## config.mk

```make
export PLATFORM = sky130hd
export DESIGN_NAME = dvru_ctrl
export DESIGN_NICKNAME = d
export VERILOG_FILES = /design/src/sv/dvru_pkg.sv /design/src/sv/dvru_ctrl.sv
export SDC_FILE = /design/constraint.sdc
export NUM_CORES = 1
export LEC_CHECK = 0
export ABC_CLOCK_PERIOD_IN_PS = 18900
export BUFFER_PORTS_ARGS = -buffer_cell sky130_fd_sc_hd__buf_4
export CORE_ASPECT_RATIO = 0.8
export CORE_MARGIN = 4
export CORE_UTILIZATION = 41
export DETAILED_ROUTE_END_ITERATION = 6
export PLACE_DENSITY = 0.67
export SLEW_MARGIN = 5
export SYNTH_ARGS = -nofsm -noshare
export SYNTH_HDL_FRONTEND = slang
export SYNTH_SLANG_ARGS = --single-unit
```

## constraint.sdc

```tcl
create_clock -name clk -period 18.9 [get_ports clk]
set_input_delay 2.835 -clock clk [delete_from_list [all_inputs] [get_ports clk]]
set_output_delay 2.835 -clock clk [all_outputs]
set_load 0.01 [all_outputs]
```

## src/sv/dvru_pkg.sv

```systemverilog
// Shared types and constants of the distance-vector route update unit.
package dvru_pkg;

  localparam int DEPTH_DEFAULT  = 64;
  localparam logic [7:0] INFINITY_RESET = 8'd16;

  typedef enum logic [1:0] {
    CMD_CLEAR = 2'd0,
    CMD_SEED  = 2'd1,
    CMD_MERGE = 2'd2,
    CMD_NOP   = 2'd3
  } cmd_t;

  typedef enum logic [2:0] {
    STAT_CLEARED  = 3'd0,
    STAT_INSERTED = 3'd1,
    STAT_IMPROVED = 3'd2,
    STAT_KEPT     = 3'd3,
    STAT_DROPPED  = 3'd4
  } status_t;

  typedef enum logic [1:0] {
    ST_IDLE,
    ST_DISPATCH,
    ST_SEARCH,
    ST_FINISH
  } state_t;

  typedef struct packed {
    logic [31:0] dest;
    logic [31:0] next_hop;
    logic [31:0] iface;
    logic [7:0]  cost;
  } route_t;

endpackage

```

## src/sv/dvru_ctrl.sv

```systemverilog
// Command sequencer: decodes a word, scans the table and writes back the route.
module dvru_ctrl #(
  parameter int DEPTH = dvru_pkg::DEPTH_DEFAULT,
  parameter int IDX_W = (DEPTH > 1) ? $clog2(DEPTH) : 1,
  parameter int CNT_W = $clog2(DEPTH + 1)
) (
  input  logic                 clk,
  input  logic                 rst,
  input  logic                 cfg_valid,
  output logic                 cfg_ready,
  input  logic [7:0]           cfg_data,
  input  logic                 in_valid,
  output logic                 in_ready,
  input  logic [1:0]           command,
  input  logic [31:0]          dest_addr,
  input  logic [7:0]           adv_cost,
  input  logic [31:0]          neighbor_addr,
  input  logic [31:0]          local_iface_addr,
  output logic                 out_valid,
  input  logic                 out_ready,
  output logic [2:0]           status,
  output logic [5:0]           entry_index,
  output logic [6:0]           entry_count,
  output logic [7:0]           stored_cost,
  output logic [31:0]          stored_next_hop,
  output logic [31:0]          stored_iface,
  output logic                 rd_en,
  output logic [IDX_W-1:0]     rd_addr,
  input  dvru_pkg::route_t     rd_data,
  output logic                 wr_en,
  output logic [IDX_W-1:0]     wr_addr,
  output dvru_pkg::route_t     wr_data
);
  import dvru_pkg::*;

  state_t             state, state_next;
  logic [7:0]         infinity_metric;
  cmd_t               cmd_q;
  logic [31:0]        dst_q, hop_q, ifc_q;
  logic [7:0]         cost_q;
  logic [CNT_W-1:0]   count, count_next;
  logic [CNT_W-1:0]   scan_idx, scan_next;
  logic               pend, pend_next;
  logic [IDX_W-1:0]   pend_idx;
  logic               res_load;
  status_t            res_status, res_status_next;
  logic [IDX_W-1:0]   res_slot, res_slot_next;
  route_t             res_route, res_route_next;
  logic               full, scan_active, match, out_free;
  logic [8:0]         cost_inc;
  route_t             append_route;

  assign cfg_ready   = 1'b1;
  assign full        = (count == CNT_W'(DEPTH));
  assign scan_active = (scan_idx < count);
  assign match       = pend && (rd_data.dest == dst_q);
  assign out_free    = !out_valid || out_ready;
  assign cost_inc    = {1'b0, adv_cost} + 9'd1;

  // A seed route points at itself; a merged route keeps the advertiser's hop.
  always_comb begin
    if (cmd_q == CMD_SEED) begin
      append_route = '{dest: dst_q, next_hop: dst_q, iface: dst_q, cost: 8'd0};
    end else begin
      append_route = '{dest: dst_q, next_hop: hop_q, iface: ifc_q, cost: cost_q};
    end
  end

  always_comb begin
    state_next = state;
    unique case (state)
      ST_IDLE:     if (in_valid) state_next = ST_DISPATCH;
      ST_DISPATCH: state_next = (cmd_q == CMD_MERGE) ? ST_SEARCH : ST_FINISH;
      ST_SEARCH:   if (match || (!pend && !scan_active)) state_next = ST_FINISH;
      ST_FINISH:   if (out_free) state_next = ST_IDLE;
      default:     state_next = ST_IDLE;
    endcase
  end

  always_comb begin
    in_ready        = (state == ST_IDLE);
    rd_en           = 1'b0;
    rd_addr         = scan_idx[IDX_W-1:0];
    wr_en           = 1'b0;
    wr_addr         = count[IDX_W-1:0];
    wr_data         = append_route;
    count_next      = count;
    scan_next       = scan_idx;
    pend_next       = 1'b0;
    res_load        = 1'b0;
    res_status_next = STAT_KEPT;
    res_slot_next   = '0;
    res_route_next  = '0;
    unique case (state)
      ST_IDLE: begin
      end
      ST_DISPATCH: begin
        scan_next = '0;
        unique case (cmd_q)
          CMD_CLEAR: begin
            count_next      = '0;
            res_load        = 1'b1;
            res_status_next = STAT_CLEARED;
          end
          CMD_SEED: begin
            res_load = 1'b1;
            if (full) begin
              res_status_next = STAT_DROPPED;
            end else begin
              wr_en           = 1'b1;
              count_next      = count + CNT_W'(1);
              res_status_next = STAT_INSERTED;
              res_slot_next   = count[IDX_W-1:0];
              res_route_next  = append_route;
            end
          end
          CMD_MERGE: begin
          end
          CMD_NOP: begin
            res_load        = 1'b1;
            res_status_next = STAT_KEPT;
          end
          default: begin
          end
        endcase
      end
      ST_SEARCH: begin
        // Each read runs one entry ahead of the compare; the first hit wins.
        if (scan_active) begin
          rd_en     = 1'b1;
          scan_next = scan_idx + CNT_W'(1);
          pend_next = 1'b1;
        end
        if (match) begin
          res_load      = 1'b1;
          res_slot_next = pend_idx;
          if (cost_q < rd_data.cost) begin
            wr_en           = 1'b1;
            wr_addr         = pend_idx;
            wr_data         = '{dest: dst_q, next_hop: hop_q, iface: ifc_q, cost: cost_q};
            res_status_next = STAT_IMPROVED;
            res_route_next  = '{dest: dst_q, next_hop: hop_q, iface: ifc_q, cost: cost_q};
          end else begin
            res_status_next = STAT_KEPT;
            res_route_next  = rd_data;
          end
        end else if (!pend && !scan_active) begin
          res_load = 1'b1;
          if (full) begin
            res_status_next = STAT_DROPPED;
          end else begin
            wr_en           = 1'b1;
            count_next      = count + CNT_W'(1);
            res_status_next = STAT_INSERTED;
            res_slot_next   = count[IDX_W-1:0];
            res_route_next  = append_route;
          end
        end
      end
      ST_FINISH: begin
      end
      default: begin
      end
    endcase
  end

  always_ff @(posedge clk) begin
    if (rst) begin
      state           <= ST_IDLE;
      infinity_metric <= INFINITY_RESET;
      count           <= '0;
      scan_idx        <= '0;
      pend            <= 1'b0;
      out_valid       <= 1'b0;
    end else begin
      state    <= state_next;
      count    <= count_next;
      scan_idx <= scan_next;
      pend     <= pend_next;
      if (cfg_valid && cfg_ready) begin
        infinity_metric <= cfg_data;
      end
      if (state == ST_FINISH && out_free) begin
        out_valid <= 1'b1;
      end else if (out_ready) begin
        out_valid <= 1'b0;
      end
    end
  end

  always_ff @(posedge clk) begin
    if (in_valid && in_ready) begin
      cmd_q  <= cmd_t'(command);
      dst_q  <= dest_addr;
      hop_q  <= neighbor_addr;
      ifc_q  <= local_iface_addr;
      cost_q <= (cost_inc > {1'b0, infinity_metric}) ? infinity_metric : cost_inc[7:0];
    end
    if (rd_en) begin
      pend_idx <= scan_idx[IDX_W-1:0];
    end
    if (res_load) begin
      res_status <= res_status_next;
      res_slot   <= res_slot_next;
      res_route  <= res_route_next;
    end
    if (state == ST_FINISH && out_free) begin
      status          <= res_status;
      entry_index     <= 6'(32'(res_slot));
      entry_count     <= 7'(32'(count));
      stored_cost     <= res_route.cost;
      stored_next_hop <= res_route.next_hop;
      stored_iface    <= res_route.iface;
    end
  end

endmodule

```

### Word-level counts from Yosys, hierarchy flattened

Cells that the tools add are included.
W data, S select, Z words.

* word-level logic and storage cells: 112
* bits of input ports: 223
* bits in registers: 307
* output and inout bits: 209

* reduce and logical (&&, ||, !) cells: 17
* equality and inequality tests: 15
* add/sub/neg operators: 3
* order comparisons: 3
* mux-type cells: 51

Operator list (count)
* $mux W72: 9
* $pmux W72 S2: 1
* $mux W6: 7
* $pmux W7 S2: 3
* $eq A32 B32 Y1: 1
* $mux W7: 4
* $add A7 B1 Y7 const B: 2
* $mux W1: 14
* $ne A2 B2 Y1 const B: 6
* $pmux W3 S2: 2
* $pmux W6 S2: 1
* $add A8 B1 Y9 const B: 1
* $gt A9 B8 Y1: 1
* $mux W3: 3
* $eq A2 B2 Y1 const B: 4
* $lt A8 B8 Y1: 1
* $mux W8: 1
* $pmux W2 S4: 1
* $eq A7 B7 Y1 const B: 1
* $lt A7 B7 Y1: 1
* $mux W2: 3
* $eq A2 B1 Y1 const B: 2
* $logic_and A1 B1 Y1: 4
* $logic_not A2 Y1: 2
* other kinds (9): 14

### Logic depth before layout (Yosys ltp)

Gate-level depths: netlist of the first run.

* depth after elaboration: 6
* mapped depth: 11
* depth with buffers taken out: 11

### Least setup slack after synthesis of the first run

OpenSTA, ideal clock, no wires.

* path type: input -> register
* start point: in rd_data[98] in the netlist's numbering
* end point: reg res_route[0] in the netlist's numbering, enable pin
* setup slack: 10.809 ns
* setup time: 0.547 ns
* required time: 18.353 ns
* path buffers: 0
* arrival: 7.544 ns
* stages: 5
* path through: nor2b_1 -> a2111o_1 -> nor3_2 -> nand4_1 -> a21oi_1

* longest elaborated chain between the ends: 4

RTL lines
* start: declaration: line dvru_ctrl.sv:29 `input dvru_pkg::route_t rd_data,`
* $eq A32 B32 Y1: line dvru_ctrl.sv:56 `assign match = pend && (rd_data.dest == dst_q);`
* $logic_and A1 B1 Y1: line dvru_ctrl.sv:56
* $mux W1: line dvru_ctrl.sv:134 `if (match) begin`
* $pmux W1 S2: line dvru_ctrl.sv:94 `unique case (state)`
* via res_load: line dvru_ctrl.sv:45 `logic res_load;`
* end signal: assignment: line dvru_ctrl.sv:205 `res_route <= res_route_next;`
* end: declaration: line dvru_ctrl.sv:48 `route_t res_route, res_route_next;`

The timed path passes the listed nets, and every way through them passes these cells.
A chain may end at the register's enable or synchronous reset.

### Final worst setup path of the first run

* start point: in rd_data[1] in the netlist's numbering
* end point: out wr_en

* longest elaborated chain between the ends: 4

RTL lines
* $lt A8 B8 Y1: line dvru_ctrl.sv:137 `if (cost_q < rd_data.cost) begin`
* $mux W1: line dvru_ctrl.sv:137
* $mux W1: line dvru_ctrl.sv:134
* $pmux W1 S2: line dvru_ctrl.sv:94
* end: declaration: line dvru_ctrl.sv:30 `output logic wr_en,`

No other way between the ends.

==> key figures, run 1 <==
GRT
  • First-pass GRT wire length: 62140 um
  • Vias in the first global route: 9838
  • Largest net degree at the start of global routing: 67
  • Met1 Usage GRT: 30.69%
  • Tot GR Track Use: a little under a quarter
  • Global routing's busiest layer: met2
  • Met2 Use GR: 37.53%
  • Met3 Use GR: between 6 and 7%
  • Initial antenna violation count: 0
  • GR Overflow Total: 0

STA
  • Highest clock rate: around 110 MHz
  • Final setup fails: 0
  • RSZ-0062 raised after global routing: no
  • Layout Skew: ~0.009 ns
  • Slew Limit Fails: 0
  • Final hold violations: 0
  • Slew HR: 32.03%
  • Post-Route Setup TNS: 0 ns
  • Worst slew pin tran: 1.020 ns
  • Slack of the critical path: 10.13 ns
  • Final period utilization: around 46%
  • Fin Hold WS: 0.4121 ns
  • Final period demand of the worst path: slightly below 9 ns

Floorplan
  • Core ar.: approximately 0.032 sq mm
  • Die H: 169.2 um
  • Starting density of the core: 42.01%
  • Die width: between 200 and 250 um
  • FP Rows: 58
  • Die area: 0.03546 sq mm
  • I/O Pins: about 430

Synthesis
  • Syn Nets: roughly 1.2k
  • Number of enable flip-flop cells after synthesis: roughly 280
  • Post-Syn Instances: between 900 and 1k
  • Syn avg cell area: between 10 and 15 sq um
  • Register area share after synthesis: 67.24%
  • Async SR Flop Fraction: 0%
  • Number of synthesized register bits: 307
  • YS warnings: 0
  • Largest area contributor in the netlist: edfxtp_1
  • Top-area cell type share of the netlist area: 63.34%
  • Netlist cell types: 61
  • Top post-synthesis cells by area: edfxtp_1, mux2_2, a221o_1
  • Main synth FF type: edfxtp_1
  • Mapped Area: 0.01332 sq mm

Power
  • Power Dens Cells: 126.1 mW/mm^2
  • Pleak: 6.931 nW
  • Worst VDD drop: slightly below 90 uV

Min path
  • Worst Hold Path EP: stored_cost[4]$_DFFE_PP_
  • Hold path startpoint: res_route[4]$_DFFE_PP_
  • HP Class: reg -> reg
  • Hold depth: 0

Setup path
  • Worst setup path class: in -> out
  • Arrival @ worst endpoint: slightly below 6 ns
  • Crit path required time: around 16 ns
  • Reg2reg setup slack: 15.15 ns
  • RR Startpoint: state[1]$_SDFFE_PP0P_
  • Setup crit end kind: primary output
  • Worst-path fanout max: 12
  • FF-to-FF End: res_route[50]$_DFFE_PP_
  • Startpoint Class: primary input
  • FF-to-FF path depth: 6

Clock tree
  • Clock root buffer: clkbuf_16
  • # hold bufs at CTS: 0
  • Clk pin slew, worst setup/hold paths: 0.06 ns
  • CTS Buf Count: 31
  • TritonCTS clock tree: yes
  • H-tree depth: 1
  • Buffers inserted by post-CTS timing repair: 0
  • Clk Latency, worst-skew pair: roughly 0.56 ns
  • CTS resizes: 0
  • CTS Sinks: 307
  • Clk buf depth: 3

Detailed routing
  • Routed vias: 9627
  • DR DRC count: 0
  • DR WL/cell: 24.00 um
  • Initial DRT Pass Iterations: 5
  • Violation count after the first detailed-routing iteration: 754
  • Routed Antenna Nets: 0
  • Routed WL: 42760 um
  • DR vias/cell: 5.402

Placement
  • Port-buffer cells: 430
  • Hpwl dp: 31360 um
  • Placer congestion estimate: ~0.88
  • Pre-CTS setup slack: approximately 10 ns

Cells and area
  • Fillers: roughly 2.6k
  • # diodes: 0
  • P&R area growth vs syn: 34.95%
  • Nets: 1591
  • Multi-input logic area: 0.004076 sq mm
  • Final core occ: between 50% and 60%
  • FF+latch area: 0.008959 sq mm
  • Share of cells above drive strength 1: 42.36%

Flow run
  • Max-capacitance violation count: 0

Outcome
  • Status: completed
[sequential cells by signal, summed over array words and instances, names as in the netlist, 8 cells and up]
| signal | flops |
|---|---|
| cost_q | 8 |
| dst_q | 32 |
| hop_q | 32 |
| ifc_q | 32 |
| infinity_metric | 8 |
| res_route | 72 |
| stored_cost | 8 |
| stored_iface | 32 |
| stored_next_hop | 32 |
[stage by stage]
step	area (sq um)	power [mW]	instances
2_1_floorplan	13320	1.365	913
3_3_place_gp	17010	1.679	1725
3_5_place_dp	17010	1.691	1725
4_1_cts	17980	2.289	1782
5_1_grt	17980	2.372	1782
6_report	17980	2.268	1782
[kinds of logic after synthesis]
group | share of synthesized area, %
AOI/OAI and AO/OA | 9.514
xor gates and xnor gates | 2.367
adders and majority gates | 2.817
buffers and inverters | 2.724
DFF | 67.24
muxes | 7.551
other | 0.02815
and+or+nand+nor | 7.757
[power breakdown]
group / switching, mW / internal (mW)
Clock: 0.253 / 0.340
Combinational: 0.392 / 0.260
Sequential: 0.0820 / 0.940
[worst max-delay path: stages]
cell,delay (ns)
buf_4,0.09
inv_1,0.03
ha_1,0.19
nor3b_1,0.19
o21ai_0,0.15
a21oi_2,0.79
nand3_1,0.86
a21oi_1,0.59
buf_4,0.20
[how the worst max path moves through the flow]
stage,start,to,cells after the start
3_5_place_dp,rd_data[1],wr_en,9
4_1_cts,rd_data[1],wr_en,9
2_1_floorplan,rd_data[98],res_route[0]$_DFFE_PP_,5
3_3_place_gp,rd_data[1],wr_en,9
6_report,rd_data[1],wr_en,9
5_1_grt,rd_data[1],wr_en,9
[cells in the final DEF, fill, tap and decap left out, drive strengths merged, types with 6 or more instances in the layout]
cell type,count
nand2,38
nand4,17
nor3,10
nor2b,15
nor2,60
edfxtp,281
xnor2,34
a22o,14
nand3,43
o2bb2ai,6
buf,440
and2,6
ha,30
clkbuf,36
inv,37
mux2i,15
o21ai,20
dfxtp,26
a21oi,21
mux2,76
clkinv,15
a221o,58
nand2b,7
[cells in the mapped netlist (15+ instances only)]
| cell | n |
|---|---|
| inv_1 | 36 |
| mux2i_1 | 15 |
| clkbuf_1 | 21 |
| nand4_1 | 17 |
| xnor2_1 | 34 |
| ha_1 | 30 |
| mux2_2 | 72 |
| nor2_1 | 60 |
| dfxtp_1 | 26 |
| edfxtp_1 | 281 |
| nand2_1 | 38 |
| a21oi_1 | 21 |
| nor2b_1 | 15 |
| nand3_1 | 43 |
| o21ai_0 | 19 |
| a221o_1 | 58 |
[cell type report]
cell class              instances  area share, %
inverters                      37         0.7864
multi-input cells             521          22.67
repair buffers                440          18.37
clock buffers                  36          4.419
clock inverters                21          1.002
flip-flops and latches        307          49.83
well taps                     420          2.923
[routing by layer]
metal	vias up	routed length, um
met5	-	0
li1	4384	-
met1	4705	17360
met2	465	20300
met3	73	3939
met4	0	1165
Note: power is estimated with default switching activity, not from simulation.
==> inputs of run 2 (changes only) <==
--- a/config.mk
+++ b/config.mk
@@ -5,7 +5,7 @@
 export SDC_FILE = /design/constraint.sdc
 export NUM_CORES = 1
 export LEC_CHECK = 0
-export ABC_CLOCK_PERIOD_IN_PS = 18900
+export ABC_CLOCK_PERIOD_IN_PS = 9200
 export BUFFER_PORTS_ARGS = -buffer_cell sky130_fd_sc_hd__buf_4
 export CORE_ASPECT_RATIO = 0.8
 export CORE_MARGIN = 4
==> constraint.sdc (replaced) <==
create_clock -name clk -period 9.2 [get_ports clk]
set_input_delay 1.38 -clock clk [delete_from_list [all_inputs] [get_ports clk]]
set_output_delay 1.38 -clock clk [all_outputs]
set_load 0.01 [all_outputs]
==> key figures, run 2 (same netlist as run 1, synthesis figures left out) <==
Cells and area
  • Final core occ: 57.30% (+0.60 points)
  • P&R area growth vs syn: 36.39%
  • Commonest cells after routing, fill and taps aside: buf_4, edfxtp_1, mux2_2
  • Share of cells above drive strength 1: 42.46% (+0.096 points)
  • Finished Layout Cells: 1788 (+0.34%)
  • Most common cell after layout, fill and taps aside: buf_4
  • Fillers: 2572 (-0.77%)
  • Nets: 1594 (+0.19%)
  • Max FFs per register: 72 (unchanged)
  • Largest Register: res_route

Power
  • Pleak: 7.021 nW (+1.3%)
  • Power Dens Cells: 266.7 mW/mm^2 (+110%)
  • Worst VDD drop: 194.0 uV (+120%)
  • Design Power: 4.847 mW (+110%)

Clock tree
  • CTS resizes: 0 (unchanged)
  • CTS Buf Count: 34 (+9.7%)
  • Clock root buffer: clkbuf_16
  • Clk Latency, worst-skew pair: 0.52 ns (-0.04 ns)
  • # hold bufs at CTS: 0 (unchanged)
  • Clk pin slew, worst setup/hold paths: 0.06 ns (about the same)
  • TritonCTS clock tree: yes
  • Clk buf depth: 3 (unchanged)
  • CTS Sinks: 307 (unchanged)
  • Buffers inserted by post-CTS timing repair: 0 (unchanged)
  • H-tree depth: 2 (+1)

Detailed routing
  • Routed vias: 9751 (+1.3%)
  • Violation count after the first detailed-routing iteration: 812 (+7.7%)
  • DR DRC count: 0 (unchanged)
  • Routed WL: 43080 um (+0.74%)
  • DR vias/cell: 5.454 (+0.95%)
  • Uppermost layer routed: met4
  • Met2 WL: 20470 um (+0.84%)
  • Met3 wire length: 4159 um (+5.6%)
  • Routed Antenna Nets: 0 (unchanged)
  • Post-Route M1 WL: 17520 um (+0.96%)
  • DR WL/cell: 24.09 um (+0.40%)
  • Initial DRT Pass Iterations: 5 (unchanged)

STA
  • Slew Limit Fails: 0 (unchanged)
  • Final period utilization: just over 60%
  • Highest clock rate: approximately 180 MHz
  • Final setup fails: 0 (unchanged)
  • Final hold violations: 0 (unchanged)
  • Fin Hold WS: 0.4095 ns (-0.002573 ns)
  • Post-Route Setup TNS: 0 ns (unchanged)
  • Slew HR: 35.09% (+3.1 points)
  • Final period demand of the worst path: about 5.7 ns
  • Layout Skew: 0.01925 ns (+0.009991 ns)
  • Worst slew pin tran: 0.9737 ns (-0.04596 ns)
  • RSZ-0062 raised after global routing: no

Setup path
  • Startpoint Class: primary input
  • FF-to-FF End: res_route[32]$_DFFE_PP_
  • Arrival @ worst endpoint: 4.28 ns (-1.66 ns)
  • FF-to-FF path depth: 6 (unchanged)
  • CP cell instances: buf_4 -> inv_1 -> ha_1 -> o21ai_0 -> o21ai_0 -> a21oi_2 -> nand3_1 -> mux2_2 -> buf_4
  • Reg2reg setup slack: 5.45 ns (-9.70 ns)
  • Setup crit end kind: primary output
  • Worst-path fanout max: 12 (unchanged)
  • Worst setup path class: in -> out
  • CP max-delay cell: a21oi_2
  • RR Startpoint: state[1]$_SDFFE_PP0P_
  • Crit path required time: 7.82 ns (-8.25 ns)
  • Max incr delay on CP: 0.78 ns (-0.08 ns)

GRT
  • GR Overflow Total: 0 (unchanged)
  • Initial antenna violation count: 2 (+2)
  • Vias in the first global route: 9703 (-1.4%)
  • Tot GR Track Use: 23.05% (+0.16 points)
  • First-pass GRT wire length: 62040 um (-0.16%)
  • Largest net degree at the start of global routing: 67 (unchanged)

Floorplan
  • Die width: 209.5 um (unchanged)
  • Die area: 0.03546 sq mm (unchanged)
  • Die H: 169.2 um (unchanged)
  • FP Rows: 58 (unchanged)
  • Core ar.: 0.03171 sq mm (unchanged)
  • I/O Pins: 432 (unchanged)
  • Starting density of the core: 42.01% (unchanged)

Placement
  • Hpwl dp: 31140 um (-0.69%)
  • Port-buffer cells: 430 (unchanged)
  • Placed insts: 1725 (unchanged)
  • Placer congestion estimate: 0.8879 (+0.74%)

Min path
  • HP Class: reg -> reg
  • Hold path startpoint: res_route[18]$_DFFE_PP_
  • Hold depth: 0 (unchanged)
  • Worst Hold Path EP: stored_iface[10]$_DFFE_PP_

Outcome
  • Status: completed

Flow run
  • Max-capacitance violation count: 0 (unchanged)
[run 2: power by group]
part	switching [mW]	leakage (nW)	internal, mW	total, mW
clock	0.546	0.565	0.862	1.41
combinational	0.806	3.63	0.535	1.34
sequential	0.166	2.83	1.93	2.10
[run 2: final cells by class]
type	count	area (sq um)	area share (%)
diodes	2	5.005	0.02754
clock buffers	46	979.7	5.391
clock inverters	15	181.4	0.9984
inverters	37	141.4	0.7781
multi-input cells	521	4076	22.43
flip-flops and latches	307	8959	49.30
well taps	420	525.5	2.892
repair buffers	440	3303	18.18
[run 2: metrics by stage]
step	setup WS (ns)	cell area, sq um
after floorplan	2.564	13320
after global placement	3.584	17010
after detailed placement	3.540	17010
after CTS	3.534	18170
after global routing	3.350	18170
final	3.543	18170
[run 2: critical path, delay by kind of cell]
| family | cells | cell delay (ns) |
|---|---|---|
| AO/OA/AOI/OAI | 3 | 1.05 |
| AND/OR/NAND/NOR | 1 | 0.77 |
| multiplexers | 1 | 0.51 |
| adder cells (fa/ha/maj) | 1 | 0.28 |
| buffers and inverters | 3 | 0.26 |
[run 2: worst max-delay path by stage]
stage	startpoint	end	slack, ns	cells past startpoint
after global placement	rd_data[1]	wr_data[47]	3.58	9
after CTS	rd_data[1]	wr_addr[0]	3.53	9
after detailed placement	rd_data[1]	wr_addr[0]	3.54	9
final	rd_data[1]	wr_data[47]	3.54	9
after floorplan	rd_data[98]	res_route[0]$_DFFE_PP_	2.56	5
after global routing	rd_data[1]	wr_data[47]	3.35	9
[run 2: layer usage]
| layer | GRT usage [%] | up-vias |
|---|---|---|
| met1 | 31.04 | 4782 |
| met3 | 6.062 | 60 |
| met5 | 0 | - |
| met4 | 5.927 | 0 |
| li1 | - | 4397 |
| met2 | 37.65 | 512 |
